File: config.mk
export PLATFORM = sky130hd
export DESIGN_NAME = cover_crop_nearest_scaler
export DESIGN_NICKNAME = d
export VERILOG_FILES = /design/src/rtl/ccns_pkg.sv /design/src/rtl/ccns_derive.sv /design/src/rtl/ccns_front.sv /design/src/rtl/ccns_fifo.sv /design/src/rtl/ccns_back.sv /design/src/rtl/cover_crop_nearest_scaler.sv
export SDC_FILE = /design/constraint.sdc
export NUM_CORES = 2
export LEC_CHECK = 0
export ABC_AREA = 1
export BUFFER_PORTS_ARGS = -buffer_cell sky130_fd_sc_hd__buf_4
export CAP_MARGIN = 20
export CORE_AREA = 3 3 410 412
export CTS_BUF_LIST = sky130_fd_sc_hd__clkbuf_2 sky130_fd_sc_hd__clkbuf_4 sky130_fd_sc_hd__clkbuf_8
export CTS_CLUSTER_DIAMETER = 80
export CTS_CLUSTER_SIZE = 14
export DETAILED_ROUTE_END_ITERATION = 8
export DIE_AREA = 0 0 413 415
export PLACE_DENSITY_LB_ADDON = 0.08
export SETUP_SLACK_MARGIN = 0.1
export SYNTH_ARGS = -nofsm -noshare
export SYNTH_HDL_FRONTEND = slang
export SYNTH_SLANG_ARGS = --single-unit
File: constraint.sdc
create_clock -name i_clk -period 16.8 [get_ports i_clk]
set_input_delay 0 -clock i_clk [delete_from_list [all_inputs] [get_ports i_clk]]
set_output_delay 0 -clock i_clk [all_outputs]
set_load 0.005 [all_outputs]
File: src/rtl/ccns_pkg.sv
// Shared types, register codes and helper functions of the cover-crop scaler.
package ccns_pkg;

    localparam int DIM_W      = 13;  // clamped source dimension, 1..4096
    localparam int POS_W      = 13;  // display coordinate plus crop offset
    localparam int COORD_W    = 12;
    localparam int STEP_W     = 20;  // Q4.16 source step
    localparam int ADDR_W     = 26;
    localparam int STRIDE_W   = 15;
    localparam int PB_W       = 3;
    localparam int CFG_IDX_W  = 3;
    localparam int CFG_DATA_W = 15;

    localparam logic [CFG_IDX_W-1:0] REG_SRC_WIDTH       = 3'd0;
    localparam logic [CFG_IDX_W-1:0] REG_SRC_HEIGHT      = 3'd1;
    localparam logic [CFG_IDX_W-1:0] REG_SRC_ROW_STRIDE  = 3'd2;
    localparam logic [CFG_IDX_W-1:0] REG_SRC_PIXEL_BYTES = 3'd3;

    localparam logic [DIM_W-1:0]    RST_SRC_WIDTH       = 13'd258;
    localparam logic [DIM_W-1:0]    RST_SRC_HEIGHT      = 13'd960;
    localparam logic [STRIDE_W-1:0] RST_SRC_ROW_STRIDE  = 15'd1032;
    localparam logic [PB_W-1:0]     RST_SRC_PIXEL_BYTES = 3'd4;

    localparam logic [PB_W-1:0]     PIXEL_BYTES_RGB     = 3'd3;
    localparam logic [STEP_W-1:0]   STEP_MAX            = 20'hFFFFF;
    localparam logic [COORD_W-1:0]  OFFSET_MAX          = 12'hFFF;
    localparam logic [DIM_W-1:0]    DIM_MAX             = 13'd4096;

    localparam int FIFO_DEPTH = 4;
    localparam int FIFO_AW    = 2;

    typedef struct packed {
        logic [8:0] out_x;
        logic [9:0] out_y;
    } t_coord;

    typedef struct packed {
        logic [COORD_W-1:0] src_col;
        logic [COORD_W-1:0] src_row;
        logic [ADDR_W-1:0]  src_address;
        logic               force_opaque;
    } t_result;

    typedef struct packed {
        logic [DIM_W-1:0]    src_width;
        logic [DIM_W-1:0]    src_height;
        logic [STRIDE_W-1:0] src_row_stride;
        logic [PB_W-1:0]     src_pixel_bytes;
    } t_cfg;

    typedef struct packed {
        logic               valid;
        logic [STEP_W-1:0]  step;
        logic [COORD_W-1:0] crop_x;
        logic [COORD_W-1:0] crop_y;
    } t_scale;

    typedef struct packed {
        logic [POS_W-1:0] pos_x;
        logic [POS_W-1:0] pos_y;
    } t_pos;

    typedef enum logic [2:0] {
        D_PROD,
        D_STEP_LD,
        D_STEP_RUN,
        D_SCL_LD,
        D_SCL_RUN,
        D_FINISH,
        D_DONE
    } t_drv_state;

    function automatic logic [DIM_W-1:0] dim_clamp(input logic [DIM_W-1:0] v);
        logic [DIM_W-1:0] r;
        if (v == '0) begin
            r = DIM_W'(1);
        end else if (v > DIM_MAX) begin
            r = DIM_MAX;
        end else begin
            r = v;
        end
        return r;
    endfunction

endpackage

File: src/rtl/ccns_derive.sv
// Configuration registers and the sequencer that derives step and crop offsets.
module ccns_derive #(
    parameter int DISP_WIDTH  = 258,
    parameter int DISP_HEIGHT = 960
) (
    input  logic                              i_clk,
    input  logic                              i_rst_n,
    input  logic                              i_cfg_we,
    input  logic [ccns_pkg::CFG_IDX_W-1:0]    i_cfg_index,
    input  logic [ccns_pkg::CFG_DATA_W-1:0]   i_cfg_data,
    output ccns_pkg::t_cfg                    o_cfg,
    output ccns_pkg::t_scale                  o_scale
);

    localparam logic [ccns_pkg::DIM_W-1:0] DW = ccns_pkg::DIM_W'(DISP_WIDTH);
    localparam logic [ccns_pkg::DIM_W-1:0] DH = ccns_pkg::DIM_W'(DISP_HEIGHT);

    ccns_pkg::t_drv_state r_state, n_state;
    ccns_pkg::t_cfg       r_cfg;

    logic [ccns_pkg::DIM_W-1:0]     r_sw, r_sh;
    logic [2*ccns_pkg::DIM_W-1:0]   r_prod_w, r_prod_h;
    logic [31:0]                    r_num;
    logic [13:0]                    r_rem;
    logic [13:0]                    r_den;
    logic [4:0]                     r_cnt;
    logic [ccns_pkg::STEP_W-1:0]    r_step;
    logic [ccns_pkg::COORD_W-1:0]   r_crop_x, r_crop_y;

    logic        cfg_hit;
    logic        axis_w;
    logic        div_load, div_run, cap_step, cap_crop;
    logic [31:0] ld_num;
    logic [13:0] ld_den;
    logic [14:0] trial;
    logic        qbit;
    logic [31:0] n_num;
    logic [13:0] n_rem;
    logic [ccns_pkg::COORD_W-1:0] crop_val;

    function automatic logic [ccns_pkg::COORD_W-1:0] crop_of(
        input logic [31:0] scaled, input logic [ccns_pkg::DIM_W-1:0] disp);
        logic [31:0] half;
        logic [ccns_pkg::COORD_W-1:0] r;
        half = (scaled - 32'(disp)) >> 1;
        if (scaled <= 32'(disp)) begin
            r = '0;
        end else if (half > 32'(ccns_pkg::OFFSET_MAX)) begin
            r = ccns_pkg::OFFSET_MAX;
        end else begin
            r = half[ccns_pkg::COORD_W-1:0];
        end
        return r;
    endfunction

    assign cfg_hit = i_cfg_we && (i_cfg_index <= ccns_pkg::REG_SRC_PIXEL_BYTES);

    // Scale along width when the width product wins; a tie goes to height.
    assign axis_w = r_prod_w > r_prod_h;

    // Next state: any accepted write restarts the derivation.
    always_comb begin
        n_state = r_state;
        unique case (r_state)
            ccns_pkg::D_PROD:     n_state = ccns_pkg::D_STEP_LD;
            ccns_pkg::D_STEP_LD:  n_state = ccns_pkg::D_STEP_RUN;
            ccns_pkg::D_STEP_RUN: if (r_cnt == 5'd31) n_state = ccns_pkg::D_SCL_LD;
            ccns_pkg::D_SCL_LD:   n_state = ccns_pkg::D_SCL_RUN;
            ccns_pkg::D_SCL_RUN:  if (r_cnt == 5'd31) n_state = ccns_pkg::D_FINISH;
            ccns_pkg::D_FINISH:   n_state = ccns_pkg::D_DONE;
            ccns_pkg::D_DONE:     n_state = ccns_pkg::D_DONE;
            default:              n_state = ccns_pkg::D_PROD;
        endcase
        if (cfg_hit) n_state = ccns_pkg::D_PROD;
    end

    // Sequencer outputs.
    always_comb begin
        div_load = 1'b0;
        div_run  = 1'b0;
        cap_step = 1'b0;
        cap_crop = 1'b0;
        unique case (r_state)
            ccns_pkg::D_STEP_LD:  div_load = 1'b1;
            ccns_pkg::D_STEP_RUN: div_run  = 1'b1;
            ccns_pkg::D_SCL_LD: begin
                div_load = 1'b1;
                cap_step = 1'b1;
            end
            ccns_pkg::D_SCL_RUN:  div_run  = 1'b1;
            ccns_pkg::D_FINISH:   cap_crop = 1'b1;
            default: begin
            end
        endcase
    end

    // Divider operands: rounded quotient as (2*num + den) / (2*den).
    always_comb begin
        if (r_state == ccns_pkg::D_STEP_LD) begin
            if (axis_w) begin
                ld_num = 32'({r_sw, 17'b0}) + 32'(DW);
                ld_den = {DW, 1'b0};
            end else begin
                ld_num = 32'({r_sh, 17'b0}) + 32'(DH);
                ld_den = {DH, 1'b0};
            end
        end else begin
            if (axis_w) begin
                ld_num = 32'({r_prod_w, 1'b0}) + 32'(r_sw);
                ld_den = {r_sw, 1'b0};
            end else begin
                ld_num = 32'({r_prod_h, 1'b0}) + 32'(r_sh);
                ld_den = {r_sh, 1'b0};
            end
        end
    end

    // One restoring division step per cycle.
    always_comb begin
        trial = {r_rem, r_num[31]};
        qbit  = trial >= {1'b0, r_den};
        n_rem = qbit ? 14'(trial - {1'b0, r_den}) : trial[13:0];
        n_num = {r_num[30:0], qbit};
    end

    assign crop_val = axis_w ? crop_of(r_num, DH) : crop_of(r_num, DW);

    always_ff @(posedge i_clk) begin
        if (!i_rst_n) begin
            r_state                <= ccns_pkg::D_PROD;
            r_cfg.src_width        <= ccns_pkg::RST_SRC_WIDTH;
            r_cfg.src_height       <= ccns_pkg::RST_SRC_HEIGHT;
            r_cfg.src_row_stride   <= ccns_pkg::RST_SRC_ROW_STRIDE;
            r_cfg.src_pixel_bytes  <= ccns_pkg::RST_SRC_PIXEL_BYTES;
            r_step                 <= '0;
            r_crop_x               <= '0;
            r_crop_y               <= '0;
            r_cnt                  <= '0;
        end else begin
            r_state <= n_state;
            if (i_cfg_we) begin
                case (i_cfg_index)
                    ccns_pkg::REG_SRC_WIDTH:
                        r_cfg.src_width <= i_cfg_data[ccns_pkg::DIM_W-1:0];
                    ccns_pkg::REG_SRC_HEIGHT:
                        r_cfg.src_height <= i_cfg_data[ccns_pkg::DIM_W-1:0];
                    ccns_pkg::REG_SRC_ROW_STRIDE:
                        r_cfg.src_row_stride <= i_cfg_data;
                    ccns_pkg::REG_SRC_PIXEL_BYTES:
                        r_cfg.src_pixel_bytes <= i_cfg_data[ccns_pkg::PB_W-1:0];
                    default: begin
                    end
                endcase
            end
            if (div_load) r_cnt <= '0;
            else if (div_run) r_cnt <= r_cnt + 5'd1;
            if (cap_step) begin
                r_step <= (r_num > 32'(ccns_pkg::STEP_MAX)) ? ccns_pkg::STEP_MAX
                                                            : r_num[ccns_pkg::STEP_W-1:0];
            end
            if (cap_crop) begin
                r_crop_x <= axis_w ? '0 : crop_val;
                r_crop_y <= axis_w ? crop_val : '0;
            end
        end
    end

    // Clamp the dimensions and form both axis products before the first divide.
    always_ff @(posedge i_clk) begin
        if (r_state == ccns_pkg::D_PROD) begin
            r_sw     <= ccns_pkg::dim_clamp(r_cfg.src_width);
            r_sh     <= ccns_pkg::dim_clamp(r_cfg.src_height);
            r_prod_w <= 26'(DW) * 26'(ccns_pkg::dim_clamp(r_cfg.src_height));
            r_prod_h <= 26'(DH) * 26'(ccns_pkg::dim_clamp(r_cfg.src_width));
        end
        if (div_load) begin
            r_num <= ld_num;
            r_den <= ld_den;
            r_rem <= '0;
        end else if (div_run) begin
            r_num <= n_num;
            r_rem <= n_rem;
        end
    end

    assign o_cfg          = r_cfg;
    assign o_scale.valid  = (r_state == ccns_pkg::D_DONE);
    assign o_scale.step   = r_step;
    assign o_scale.crop_x = r_crop_x;
    assign o_scale.crop_y = r_crop_y;

endmodule

File: src/rtl/ccns_front.sv
// Input side: accept display coordinates and add the crop offsets.
module ccns_front (
    input  logic              i_in_valid,
    output logic              o_in_ready,
    input  ccns_pkg::t_coord  i_in_item,
    input  ccns_pkg::t_scale  i_scale,
    input  logic              i_full,
    output logic              o_push,
    output ccns_pkg::t_pos    o_pos
);

    // Hold off while the scale values are being derived or the queue is full.
    assign o_in_ready  = i_scale.valid && !i_full;
    assign o_push      = i_in_valid && o_in_ready;
    assign o_pos.pos_x = ccns_pkg::POS_W'(i_in_item.out_x) + ccns_pkg::POS_W'(i_scale.crop_x);
    assign o_pos.pos_y = ccns_pkg::POS_W'(i_in_item.out_y) + ccns_pkg::POS_W'(i_scale.crop_y);

endmodule

File: src/rtl/ccns_fifo.sv
// Short queue between the front and back parts.
module ccns_fifo (
    input  logic            i_clk,
    input  logic            i_rst_n,
    input  logic            i_push,
    input  ccns_pkg::t_pos  i_data,
    output logic            o_full,
    input  logic            i_pop,
    output logic            o_valid,
    output ccns_pkg::t_pos  o_data
);

    ccns_pkg::t_pos               r_mem [ccns_pkg::FIFO_DEPTH];
    logic [ccns_pkg::FIFO_AW-1:0] r_wr_ptr, r_rd_ptr;
    logic [ccns_pkg::FIFO_AW:0]   r_count;

    always_ff @(posedge i_clk) begin
        if (!i_rst_n) begin
            r_wr_ptr <= '0;
            r_rd_ptr <= '0;
            r_count  <= '0;
        end else begin
            if (i_push) r_wr_ptr <= r_wr_ptr + 1'b1;
            if (i_pop)  r_rd_ptr <= r_rd_ptr + 1'b1;
            case ({i_push, i_pop})
                2'b10:   r_count <= r_count + 1'b1;
                2'b01:   r_count <= r_count - 1'b1;
                default: r_count <= r_count;
            endcase
        end
    end

    always_ff @(posedge i_clk) begin
        if (i_push) r_mem[r_wr_ptr] <= i_data;
    end

    assign o_full  = (r_count == (ccns_pkg::FIFO_AW+1)'(ccns_pkg::FIFO_DEPTH));
    assign o_valid = (r_count != '0);
    assign o_data  = r_mem[r_rd_ptr];

endmodule

File: src/rtl/ccns_back.sv
// Back part: scale, clamp and address pipeline with the output register.
module ccns_back (
    input  logic               i_clk,
    input  logic               i_rst_n,
    input  logic               i_valid,
    input  ccns_pkg::t_pos     i_pos,
    output logic               o_pop,
    input  ccns_pkg::t_cfg     i_cfg,
    input  ccns_pkg::t_scale   i_scale,
    output logic               o_out_valid,
    input  logic               i_out_ready,
    output ccns_pkg::t_result  o_out_item
);

    localparam int RAW_W = ccns_pkg::POS_W + ccns_pkg::STEP_W - 16;
    localparam int PROD_W = ccns_pkg::POS_W + ccns_pkg::STEP_W;
    localparam int ROFF_W = ccns_pkg::COORD_W + ccns_pkg::STRIDE_W;
    localparam int COFF_W = ccns_pkg::COORD_W + ccns_pkg::PB_W;

    logic r_v1, r_v2, r_v3, r_v4;
    logic adv1, adv2, adv3, adv4;

    logic [RAW_W-1:0]             r_s1_col, r_s1_row;
    logic [ccns_pkg::COORD_W-1:0] r_s2_col, r_s2_row;
    logic [ccns_pkg::COORD_W-1:0] r_s3_col, r_s3_row;
    logic [ROFF_W-1:0]            r_s3_row_off;
    logic [COFF_W-1:0]            r_s3_col_off;
    ccns_pkg::t_result            r_out;

    logic [PROD_W-1:0]            prod_x, prod_y;
    logic [ccns_pkg::DIM_W-1:0]   dim_w, dim_h;
    logic [ccns_pkg::COORD_W-1:0] col_c, row_c;
    logic [ROFF_W:0]              addr_sum;

    // Advance a stage when it is empty or the next one advances.
    assign adv4  = !r_v4 || i_out_ready;
    assign adv3  = !r_v3 || adv4;
    assign adv2  = !r_v2 || adv3;
    assign adv1  = !r_v1 || adv2;
    assign o_pop = adv1 && i_valid;

    assign prod_x = PROD_W'(i_pos.pos_x) * PROD_W'(i_scale.step);
    assign prod_y = PROD_W'(i_pos.pos_y) * PROD_W'(i_scale.step);

    assign dim_w = ccns_pkg::dim_clamp(i_cfg.src_width);
    assign dim_h = ccns_pkg::dim_clamp(i_cfg.src_height);

    // Clamp to the last column or row.
    assign col_c = (r_s1_col >= RAW_W'(dim_w)) ? ccns_pkg::COORD_W'(dim_w - 1'b1)
                                               : r_s1_col[ccns_pkg::COORD_W-1:0];
    assign row_c = (r_s1_row >= RAW_W'(dim_h)) ? ccns_pkg::COORD_W'(dim_h - 1'b1)
                                               : r_s1_row[ccns_pkg::COORD_W-1:0];

    assign addr_sum = (ROFF_W+1)'(r_s3_row_off) + (ROFF_W+1)'(r_s3_col_off);

    always_ff @(posedge i_clk) begin
        if (!i_rst_n) begin
            r_v1 <= 1'b0;
            r_v2 <= 1'b0;
            r_v3 <= 1'b0;
            r_v4 <= 1'b0;
        end else begin
            if (adv1) r_v1 <= i_valid;
            if (adv2) r_v2 <= r_v1;
            if (adv3) r_v3 <= r_v2;
            if (adv4) r_v4 <= r_v3;
        end
    end

    always_ff @(posedge i_clk) begin
        if (adv1) begin
            r_s1_col <= prod_x[PROD_W-1:16];
            r_s1_row <= prod_y[PROD_W-1:16];
        end
        if (adv2) begin
            r_s2_col <= col_c;
            r_s2_row <= row_c;
        end
        if (adv3) begin
            r_s3_col     <= r_s2_col;
            r_s3_row     <= r_s2_row;
            r_s3_row_off <= ROFF_W'(r_s2_row) * ROFF_W'(i_cfg.src_row_stride);
            r_s3_col_off <= COFF_W'(r_s2_col) * COFF_W'(i_cfg.src_pixel_bytes);
        end
        if (adv4) begin
            r_out.src_col      <= r_s3_col;
            r_out.src_row      <= r_s3_row;
            r_out.src_address  <= addr_sum[ccns_pkg::ADDR_W-1:0];
            r_out.force_opaque <= (i_cfg.src_pixel_bytes == ccns_pkg::PIXEL_BYTES_RGB);
        end
    end

    assign o_out_valid = r_v4;
    assign o_out_item  = r_out;

endmodule

File: src/rtl/cover_crop_nearest_scaler.sv
// Top level of the cover-and-crop nearest-neighbor scaler address generator.
//
// Usage:
//   Input channel (i_in_valid / o_in_ready / i_in_item) takes one display
//   pixel coordinate per transfer. Output channel (o_out_valid / i_out_ready /
//   o_out_item) gives one source column, row, byte address and force-opaque
//   flag per input, in order.
//   Configuration: write source width, height, row stride and pixel bytes
//   through i_cfg_we / i_cfg_index / i_cfg_data; writes to an index past the
//   last register are dropped.
//   Throughput: one transfer per cycle on both channels unless stalled.
//   A result passes the queue, stages s1 to s3 and the output register.
//   After reset and after every register write the derivation sequencer runs
//   (a divide for the step and another for the scaled size); o_in_ready
//   stays low until it reaches its done state.
//   Synchronous reset clears the queue and pipeline, loads the default
//   registers and starts the derivation.
//   When the receiver stalls, the output register holds its result; the
//   pipeline and the 4-entry queue fill up, and o_in_ready falls only when
//   the queue is full.
module cover_crop_nearest_scaler #(
    parameter int DISP_WIDTH  = 258,
    parameter int DISP_HEIGHT = 960
) (
    input  logic                             i_clk,
    input  logic                             i_rst_n,
    input  logic                             i_in_valid,
    output logic                             o_in_ready,
    input  ccns_pkg::t_coord                 i_in_item,
    output logic                             o_out_valid,
    input  logic                             i_out_ready,
    output ccns_pkg::t_result                o_out_item,
    input  logic                             i_cfg_we,
    input  logic [ccns_pkg::CFG_IDX_W-1:0]   i_cfg_index,
    input  logic [ccns_pkg::CFG_DATA_W-1:0]  i_cfg_data
);

    ccns_pkg::t_cfg   cfg;
    ccns_pkg::t_scale scale;
    ccns_pkg::t_pos   push_pos, head_pos;
    logic             push, full, pop, head_valid;

    // Registers plus step and crop derivation.
    ccns_derive #(
        .DISP_WIDTH  (DISP_WIDTH),
        .DISP_HEIGHT (DISP_HEIGHT)
    ) u_derive (
        .i_clk       (i_clk),
        .i_rst_n     (i_rst_n),
        .i_cfg_we    (i_cfg_we),
        .i_cfg_index (i_cfg_index),
        .i_cfg_data  (i_cfg_data),
        .o_cfg       (cfg),
        .o_scale     (scale)
    );

    // Front: take coordinates and shift them by the crop offsets.
    ccns_front u_front (
        .i_in_valid (i_in_valid),
        .o_in_ready (o_in_ready),
        .i_in_item  (i_in_item),
        .i_scale    (scale),
        .i_full     (full),
        .o_push     (push),
        .o_pos      (push_pos)
    );

    // Decouple the front from back-end stalls.
    ccns_fifo u_fifo (
        .i_clk   (i_clk),
        .i_rst_n (i_rst_n),
        .i_push  (push),
        .i_data  (push_pos),
        .o_full  (full),
        .i_pop   (pop),
        .o_valid (head_valid),
        .o_data  (head_pos)
    );

    // Back: scale, clamp, form the address and present the result.
    ccns_back u_back (
        .i_clk       (i_clk),
        .i_rst_n     (i_rst_n),
        .i_valid     (head_valid),
        .i_pos       (head_pos),
        .o_pop       (pop),
        .i_cfg       (cfg),
        .i_scale     (scale),
        .o_out_valid (o_out_valid),
        .i_out_ready (i_out_ready),
        .o_out_item  (o_out_item)
    );

endmodule

==> results.yml <==
synthesis:
  synth_area_sq_mm: 0.0493
  yosysMostFrequentCell: "nand2_1"
  synth_seq_cells: 502
  synth.top_cells.by_count: "nand2_1, inv_1, fa_1, nor2_1, ha_1"
  ys_warn_count: 0
  synth_ff_type: "edfxtp_1"
  synth_nets: 6835
  ys_types: 57
  yosysTopAreaCell: "edfxtp_1"
  ys_top_cells_by_area: "edfxtp_1, fa_1, ha_1, nand2_1, inv_1"
  async_reset_ff_share_pct: 0
  synth_top_area_share_pct: 23.1
  ys_seq_area_share_pct: 28.1
  synth_edf_count: 379
  synth_area_per_cell_sq_um: 8.47
  syn_inst: 5829
finish:
  fin_cells: 8146
  multi_input_area_sq_mm: 0.0305
  drive_above_1_share_pct: 4.95
  fillers: 17577
  seq_area_sq_mm: 0.0138
  areaGrowthSynthToFinish_pct: 9.99
  nets: 6916
routing:
  wl_per_cell_um: 20.3
  drc_errors: 0
  first_pass_iters: 5
  viasPerCell: 4.68
  ant_nets: 0
  drt-initial-drc-count: 2449
  postRouteWirelength_um: 165000
  via_count: 38110
clock_tree:
  clk_latency_ps: 780
  cts_sinks: 502
  cts_tree: "yes"
  cts_hold_buf: 60
  cts_buffer_depth: 3
  cts-root-buf: "clkbuf_8"
  cts.clk_slew.worst_paths_ps: 100
  cts_buffers: 53
  h-tree-depth: 2
  cts_resized: 0
  cts_setup_buffers: 0
worst_setup_path:
  critPathRequiredTime_ps: 17230
  crit_fanout: 53
  startpoint_type: "flop"
  arrival_ps: 8010
  crit_type: "flop to flop"
  setup.worst_path.end_class: "flop"
timing:
  setup_viol: 0
  fmax_mhz: 132
  period_minus_slack_ps: 7580
  finClkSkew_ps: 89.6
  worst_pin_slew_ps: 1180
  slew_viol_final: 0
  final_min_period_over_clock_period_pct: 45.1
  grt_setup_unrepaired: "false"
  fin_tns_setup_ps: 0
  slew_headroom_pct: 21.5
  hold_violations: 0
floorplanning:
  die-area_sq_mm: 0.171
  die_w_um: 413
  fp-row-count: 149
  die_y_um: 415
  core_area_sq_mm: 0.165
  pin_count: 95
  start_util_pct: 29.9
placed_design:
  gp_congestion: 0.867
  dp_hpwl_um: 129000
  portBuffers: 94
  dp_cells: 7984
run:
  cap_violations: 0
power:
  power_leakage_nw: 26.2
  p_per_area_mw_per_mm2: 95.5
  ir_drop_v: 0.0000687
global_routing:
  grt_pass1_vias: 39300
  grt_pass1_wl_um: 250000
  overflow: 0
  grt_max_degree: 57
  grtUsageTotal_pct: 19.3
  antenna_found_initial: 6
worst_hold_path:
  hold_path_class: "primary input to flop"
run_status:
  outcome: "finished, final reports clean"
==> final cells by class <==
class                   instances  area share [%]
clock buffers                  75            1.68
diodes                          3          0.0138
repair buffers                203            3.08
multi-input cells            4002            56.1
well taps                    2189            5.05
flip-flops and latches        502            25.5
clock inverters                24           0.574
inverters                    1148            7.94
==> critical path: stages, from the launching register on <==
cell and delay, ps:
dfxtp_2 320, buf_4 280, inv_2 790, nand2_1 120, nand3_1 120, nand2_1 270, inv_1 500, nand2_1 150
fa_1 590, inv_1 50, fa_1 480, fa_1 540, fa_1 600, inv_1 80, fa_1 530, inv_1 50
ha_1 330, a21oi_1 320, o21ai_0 180, a21oi_1 140, nand2_1 170, a21o_1 280, nand2_1 80, nand2_1 50
xor2_1 150
==> layer usage <==
metal / vias to the layer above / share of wire, % / GRT usage [%] / wire length (um)
met3: 155 / 4.1 / 2.15 / 6850
li1: 18416 / - / - / -
met4: 0 / 2.4 / 4.29 / 3950
met2: 769 / 45 / 31.1 / 75100
met1: 18770 / 48 / 27.8 / 79200
met5: - / 0 / 0 / 0
==> worst paths after layout <==
path | startpoint | to | slack, ps | cells past startpoint
worst max-delay path | flop | u_back.r_s1_row[11] | 9220 | 24
worst min-delay path | i_in_item[5] | u_fifo.r_mem[3][5] | 40 | 3
worst max register to register | flop | u_back.r_s1_row[11] | 9220 | 24
worst min register to register | u_back.r_s3_row[5] | u_back.o_out_item[32] | 420 | 0
==> flip-flops by register name, summed over array words and instances (netlist names), 13 cells and up, named ones only <==
register             cells
u_derive.r_sw           13
u_derive.r_sh           13
u_back.o_out_item       51
u_back.r_s3_col_off     15
u_back.r_s1_col         17
u_derive.r_rem          14
u_derive.r_step         20
u_derive.r_prod_w       14
u_derive.r_prod_h       16
u_back.r_s1_row         17
u_fifo.r_mem           104
u_derive.r_num          32
u_back.r_s3_row_off     26
u_derive.o_cfg          44
u_derive.r_den          13
==> cell usage in the layout (no fill, tap or decap), types with 8 or more instances in the layout <==
| cell type | netlist | final |
|---|---|---|
| a21o_1 | 12 | 12 |
| a21oi_1 | 296 | 296 |
| a31oi_1 | 18 | 18 |
| buf_4 | 5 | 143 |
| clkbuf_4 | 0 | 19 |
| clkbuf_8 | 0 | 56 |
| clkinv_1 | 16 | 17 |
| dfxtp_1 | 123 | 120 |
| dlygate4sd3_1 | 0 | 60 |
| edfxtp_1 | 379 | 379 |
| fa_1 | 565 | 565 |
| ha_1 | 399 | 399 |
| inv_1 | 1127 | 1123 |
| inv_2 | 5 | 8 |
| nand2_1 | 1310 | 1310 |
| nand3_1 | 206 | 206 |
| nand3b_1 | 8 | 8 |
| nand4_1 | 61 | 61 |
| nor2_1 | 503 | 498 |
| nor2_2 | 12 | 16 |
| nor3_1 | 45 | 44 |
| nor4_1 | 10 | 10 |
| o211ai_1 | 14 | 14 |
| o21a_1 | 13 | 13 |
| o21ai_0 | 231 | 231 |
| o21ai_1 | 13 | 13 |
| o21bai_1 | 13 | 13 |
| o22ai_1 | 9 | 9 |
| o31ai_1 | 24 | 24 |
| xnor2_1 | 41 | 41 |
| xor2_1 | 139 | 139 |
==> logic make-up (layout without fill, tap and decap cells) <==
group,count (synthesis),after routing,share of synthesized area (%)
flops,502,502,28.1
fa+ha+maj,964,964,33.0
xor+xnor,180,180,3.19
compound gates,671,671,7.45
other cells,1,4,0.00760
buf+inv,1325,1450,10.2
mux,1,1,0.0203
simple gates,2185,2185,18.0
==> stage by stage <==
stage	area (sq um)	hold slack, ps	power (mW)	worst slack (ps)	utilization (%)
6_report	54300	41.9	5.19	9220	32.9
5_1_grt	54300	47.9	5.64	8720	32.9
4_1_cts	54300	27.1	5.28	9190	32.9
3_5_place_dp	52400	231	4.29	9270	31.8
3_3_place_gp	52400	227	4.29	9330	31.8
2_1_floorplan	49300	126	3.41	10940	-
==> where the power goes <==
group          internal (mW)  switching, mW  leakage (nW)
sequential              1.64          0.255          4.96
combinational          0.760           1.60          20.6
clock                  0.419          0.519         0.627
total                   2.82           2.37          26.2
No activity file was read; power rests on OpenSTA's default activity.
